==> config.mk <==
export PLATFORM = sky130hd
export DESIGN_NAME = spq_cell
export DESIGN_NICKNAME = d
export VERILOG_FILES = /design/src/rtl/spq_pkg.sv /design/src/rtl/spq_cell.sv
export SDC_FILE = /design/constraint.sdc
export NUM_CORES = 1
export LEC_CHECK = 0
export ABC_AREA = 0
export BUFFER_PORTS_ARGS = -buffer_cell sky130_fd_sc_hd__buf_2
export CAP_MARGIN = 20
export CORE_MARGIN = 2
export CORE_UTILIZATION = 44
export CTS_CLUSTER_DIAMETER = 80
export DETAILED_ROUTE_END_ITERATION = 6
export PLACE_DENSITY = 0.82
export SLEW_MARGIN = 20
export SYNTH_ARGS = -nofsm -noshare
export SYNTH_HDL_FRONTEND = slang
export SYNTH_SLANG_ARGS = --single-unit
==> constraint.sdc <==
create_clock -name clk -period 4.8 [get_ports clk]
set_input_delay 0.96 -clock clk [delete_from_list [all_inputs] [get_ports clk]]
set_output_delay 0.96 -clock clk [all_outputs]
set_load 0.05 [all_outputs]
==> src/rtl/spq_pkg.sv <==
// shared types and constants for the sorted priority queue
// no dependencies
`default_nettype none

package spq_pkg;

    localparam int SPQ_CAPACITY    = 256;
    localparam int SPQ_KEY_BITS    = 32;
    localparam int SPQ_HANDLE_BITS = 16;

    localparam logic MODE_PUSH = 1'b0;
    localparam logic MODE_POP  = 1'b1;

    typedef enum logic [1:0] {
        ST_OK        = 2'd0,
        ST_OVERFLOW  = 2'd1,
        ST_UNDERFLOW = 2'd2
    } spq_status_t;

    // operation broadcast to every cell
    typedef struct packed {
        logic push;
        logic pop;
    } spq_op_t;

    // per-cell position relative to the fill level
    typedef struct packed {
        logic occ;
        logic at_end;
    } spq_slot_t;

endpackage

`default_nettype wire

==> src/rtl/spq_cell.sv <==
// one storage cell of the sorted chain, slot 0 holds the smallest key
// depends on spq_pkg
`default_nettype none

module spq_cell #(
    parameter int KEY_BITS    = spq_pkg::SPQ_KEY_BITS,
    parameter int HANDLE_BITS = spq_pkg::SPQ_HANDLE_BITS
) (
    input  wire                      clk,
    input  wire spq_pkg::spq_op_t    op,
    input  wire spq_pkg::spq_slot_t  slot,
    input  wire [KEY_BITS-1:0]       new_key,
    input  wire [HANDLE_BITS-1:0]    new_handle,
    input  wire                      lower_up,
    input  wire [KEY_BITS-1:0]       lower_key,
    input  wire [HANDLE_BITS-1:0]    lower_handle,
    input  wire [KEY_BITS-1:0]       upper_key,
    input  wire [HANDLE_BITS-1:0]    upper_handle,
    output logic                     up,
    output logic [KEY_BITS-1:0]      cell_key,
    output logic [HANDLE_BITS-1:0]   cell_handle
);
    import spq_pkg::*;

    logic [KEY_BITS-1:0]    key_reg;
    logic [KEY_BITS-1:0]    key_next;
    logic [HANDLE_BITS-1:0] handle_reg;
    logic [HANDLE_BITS-1:0] handle_next;

    // entry moves up on insert when its key is not below the new key
    assign up          = slot.occ && (key_reg >= new_key);
    assign cell_key    = key_reg;
    assign cell_handle = handle_reg;

    always_comb
    begin
        key_next    = key_reg;
        handle_next = handle_reg;
        if (op.pop)
        begin
            key_next    = upper_key;
            handle_next = upper_handle;
        end
        else if (op.push)
        begin
            if (lower_up)
            begin
                key_next    = lower_key;
                handle_next = lower_handle;
            end
            else if (up || slot.at_end)
            begin
                key_next    = new_key;
                handle_next = new_handle;
            end
        end
    end

    always_ff @(posedge clk)
    begin
        key_reg    <= key_next;
        handle_reg <= handle_next;
    end

endmodule

`default_nettype wire

# Word level (Yosys, flattened, before mapping)
# Cells that the tools add are included.
# word_totals
reg_bits	48
latch_bits	0
ramBits	0
rom_bits	0
in_bits	150
out_inout_bits	49
word_cells	16
mem_count	0
# classes
n_addsub	0
multipliers	0
div	0
order_cmp	1
eq_ne	0
n_shift	0
muxes	8
bitwise	0
reduce_logical	5
# ops
operator	n
2-to-1 mux 32 bit	4
2-to-1 mux 16 bit	4
>= comparator 32 bit	1
nonzero test 3 bit	1
AND reduction 2 bit	1
nonzero test 2 bit	1
logical AND 1 bit	1
logical OR 1 bit	1

# Longest topological paths before layout
# logic_depth
depth_word	7
ltp_mapped	7
depth_no_buf	7

# Worst setup path before layout
# Ideal clock, no wire load.
# synth_path
path_type	input to register
start	input new_key[14]
end	register handle_reg[0], in the netlist cell_handle[0], enable pin
setup_time_ns	0.409
arrival_time_ns	3.389
required_time_ns	4.391
path_slack_ns	1.002
cell_stages	7
path_buffers	0
path_cell_list	inv_1 > ha_1 > nand4_2 > nor3_2 > or4b_1 > a31oi_1 > o21a_1
# synth_via
elab_chain_len	5
# synth_lines
item	line	text
start, declared	spq_cell.sv:12	input wire [KEY_BITS-1:0] new_key,
>= comparator 32 bit	spq_cell.sv:31	assign up = slot.occ && (key_reg >= new_key);
logical AND 1 bit	spq_cell.sv:31	
logical OR 1 bit	spq_cell.sv:51	else if (up || slot.at_end)
nonzero test 3 bit (no source line)	--	
AND reduction 2 bit (no source line)	--	
end signal, assigned	spq_cell.sv:62	handle_reg <= handle_next;
end, declared	spq_cell.sv:27	logic [HANDLE_BITS-1:0] handle_reg;
# No other way between the ends.
# A chain may end at the register's enable or synchronous reset.

# Worst setup path after layout
# layout_path
start	input new_key[14]
end	output up
# layout_via
elab_chain_len	2
# layout_lines
item	line	text
>= comparator 32 bit	spq_cell.sv:31	
logical AND 1 bit	spq_cell.sv:31	
end, declared	spq_cell.sv:19	output logic up,
# No other way between the ends.

==> out/metrics.cfg <==
[drt]
first_pass_iters=4
vias=3119
vias_per_cell=5.02
ant_nets=0
wire_per_inst_um=14.0
dr.first_iter.drc_count=106
wirelength_mm=8.69
drcViolationCount=0

[critical_path]
critPathArrivalTime_ns=2.90
r2r_start=cell_key[13]
cp_max_fo=2
cpLargestDelayFamily=simple AND/OR/NAND/NOR gates
critPathSlowestCell=or4b_1
crit_top_cell=buf_2
start_kind=input pin
worstPathRequired_ns=3.84
crit_path_end_kind=output pin
cpPeakStageDelay_ns=0.47
crit_chain=buf_2, inv_1, ha_1, nand4_2, nor3_2, or4b_1, a31oi_1, o31a_1, buf_2
crit_type=input pin to output pin
path_buf_inv=3
crit_path_start=new_key[14]

[sta]
worst_slack_ns=0.938
setup_tns_ns=0
worst_pin_slew_ns=0.841
fin_skew_ns=0.00922
relSlewSlack_pct=44.0
period_share_pct=80.5
setup_violations=0
slew_violations=0
finalHoldViolations=0
period_minus_slack_ns=3.86
fmax_ghz=0.259
rsz0062_at_grt=no
whs_ns=0.932

[finish]
fillers=622
fin_nets=703
register_area_mm2=0.00144
antenna_cells=0
syn_to_final_growth_pct=36.7
final_core_util_pct=61.5
mostFrequentLayoutCells=198 x buf_2, 58 x nand2_1, 53 x o21ai_0, 48 x mux2i_1, 48 x edfxtp_1
final_common_cell=buf_2
fin_area_mm2=0.00444
drive_above_1_share_pct=40.4
layoutNonFillerInstCount=621
multi_input_area_mm2=0.00161

[run]
maxCapViolCount=0

[synth]
synth-edff-count=48
async_reset_ff_share_pct=0
syn-num-nets=512
syn_avg_cell_area_um2=9.84
ys.flop_type=edfxtp_1
ys_warn_count=0
syn_inst=330
ys_ff_latch=48
syn_area_mm2=0.00325
ys_types=26
ys_seq_area_share_pct=44.4

[grt]
grt_usage_pct=21.0
grt_pass1_vias=3189
grt_pass1_wl_mm=14.0
grt_max_degree=91
antenna_found_initial=1
overflow=0

[die]
die_w_um=89.9
start_util_pct=45.0
die-area_mm2=0.00809
dieHeight_um=89.9
core_mm2=0.00721
num_rows=31
io_pins=199

[placement]
place_hpwl_mm=6.89
globalplace.congestion=0.791
portBuffers=198
post-place-ws_ns=0.964
dpl_cell_area_mm2=0.00433
dpl.cell_count=613

[power_and_ir_drop]
p_leak_nw=2.33
power.total_mw=1.29
powerDensity_mw_per_mm2=290
peakVddDrop_mv=0.123

[clock_network]
cts_setup_buffers=0
clk_pin_slew_worst_paths_ns=0.09
cts_tree=yes
cts_root_buf=clkbuf_8
ctsResizeCount=0
cts_buffers=5
cts_buffer_depth=2
hold_buffers=0
h-tree-depth=2
clock_latency_ns=0.30
clock-sinks=48

[hold_path]
hold_start=upper_key[15]
min_path_type=input pin to register

[outcome]
status=finished, final reports clean

-- final timing paths --
check        slack [ns]  cells after the start              to
min                0.93                      3    cell_key[15]
min reg2reg        1.45                      4    cell_key[17]
max                0.94                      9              up
max reg2reg        1.82                      7  cell_handle[1]
-- worst reg2reg max path: cells and delay by family, from the launching register on --
| kind | cells | cell delay (ns) |
|---|---|---|
| buf+inv | 1 | 0.28 |
| compound gates | 2 | 0.83 |
| fa+ha+maj | 1 | 0.34 |
| simple gates | 3 | 0.82 |
| flops | 1 | 0.42 |
-- synthesized netlist by cell type (all sizes together) (2+ instances only) --
master | n | share of area [%]
nand2 | 58 | 6.7
o21ai | 53 | 8.2
edfxtp | 48 | 44
mux2i | 48 | 15
inv | 34 | 3.9
ha | 32 | 12
a21oi | 15 | 2.3
clkbuf | 12 | 1.4
nand4 | 6 | 1.3
buf | 5 | 0.69
nor2 | 3 | 0.35
nor3 | 3 | 0.62
nand3 | 2 | 0.31
o21a | 2 | 0.46
-- power by group --
group	leakage [nW]	switching, mW	internal (mW)
sequential	0.489	0.0209	0.521
clock	0.0552	0.137	0.155
combinational	1.78	0.306	0.147
-- final cells by class --
cell class | instances | area share, %
well taps | 99 | 2.79
flip-flops and latches | 48 | 32.5
repair buffers | 201 | 23.1
multi-input cells | 231 | 36.3
clock buffers | 6 | 1.63
inverters | 34 | 2.87
clock inverters | 2 | 0.789
-- layer usage --
metal	global-route usage, %	up-vias	part of all wire [%]
li1	-	1560	-
met4	6.28	2	1.3
met2	39.9	127	52
met1	23.2	1416	40
met5	0	-	0.13
met3	5.03	14	6.8
-- cell families after synthesis --
family / share of synthesized area, %
multiplexers: 14.8
flip-flops: 44.4
AO/OA/AOI/OAI: 12.2
buffers and inverters: 6.01
adder cells (fa/ha/maj): 12.3
AND/OR/NAND/NOR: 10.3
-- flip-flops by register name, summed over array words and instances (netlist names) --
| name | flops |
|---|---|
| cell_key | 32 |
| cell_handle | 16 |
No activity file was read; power rests on OpenSTA's default activity.
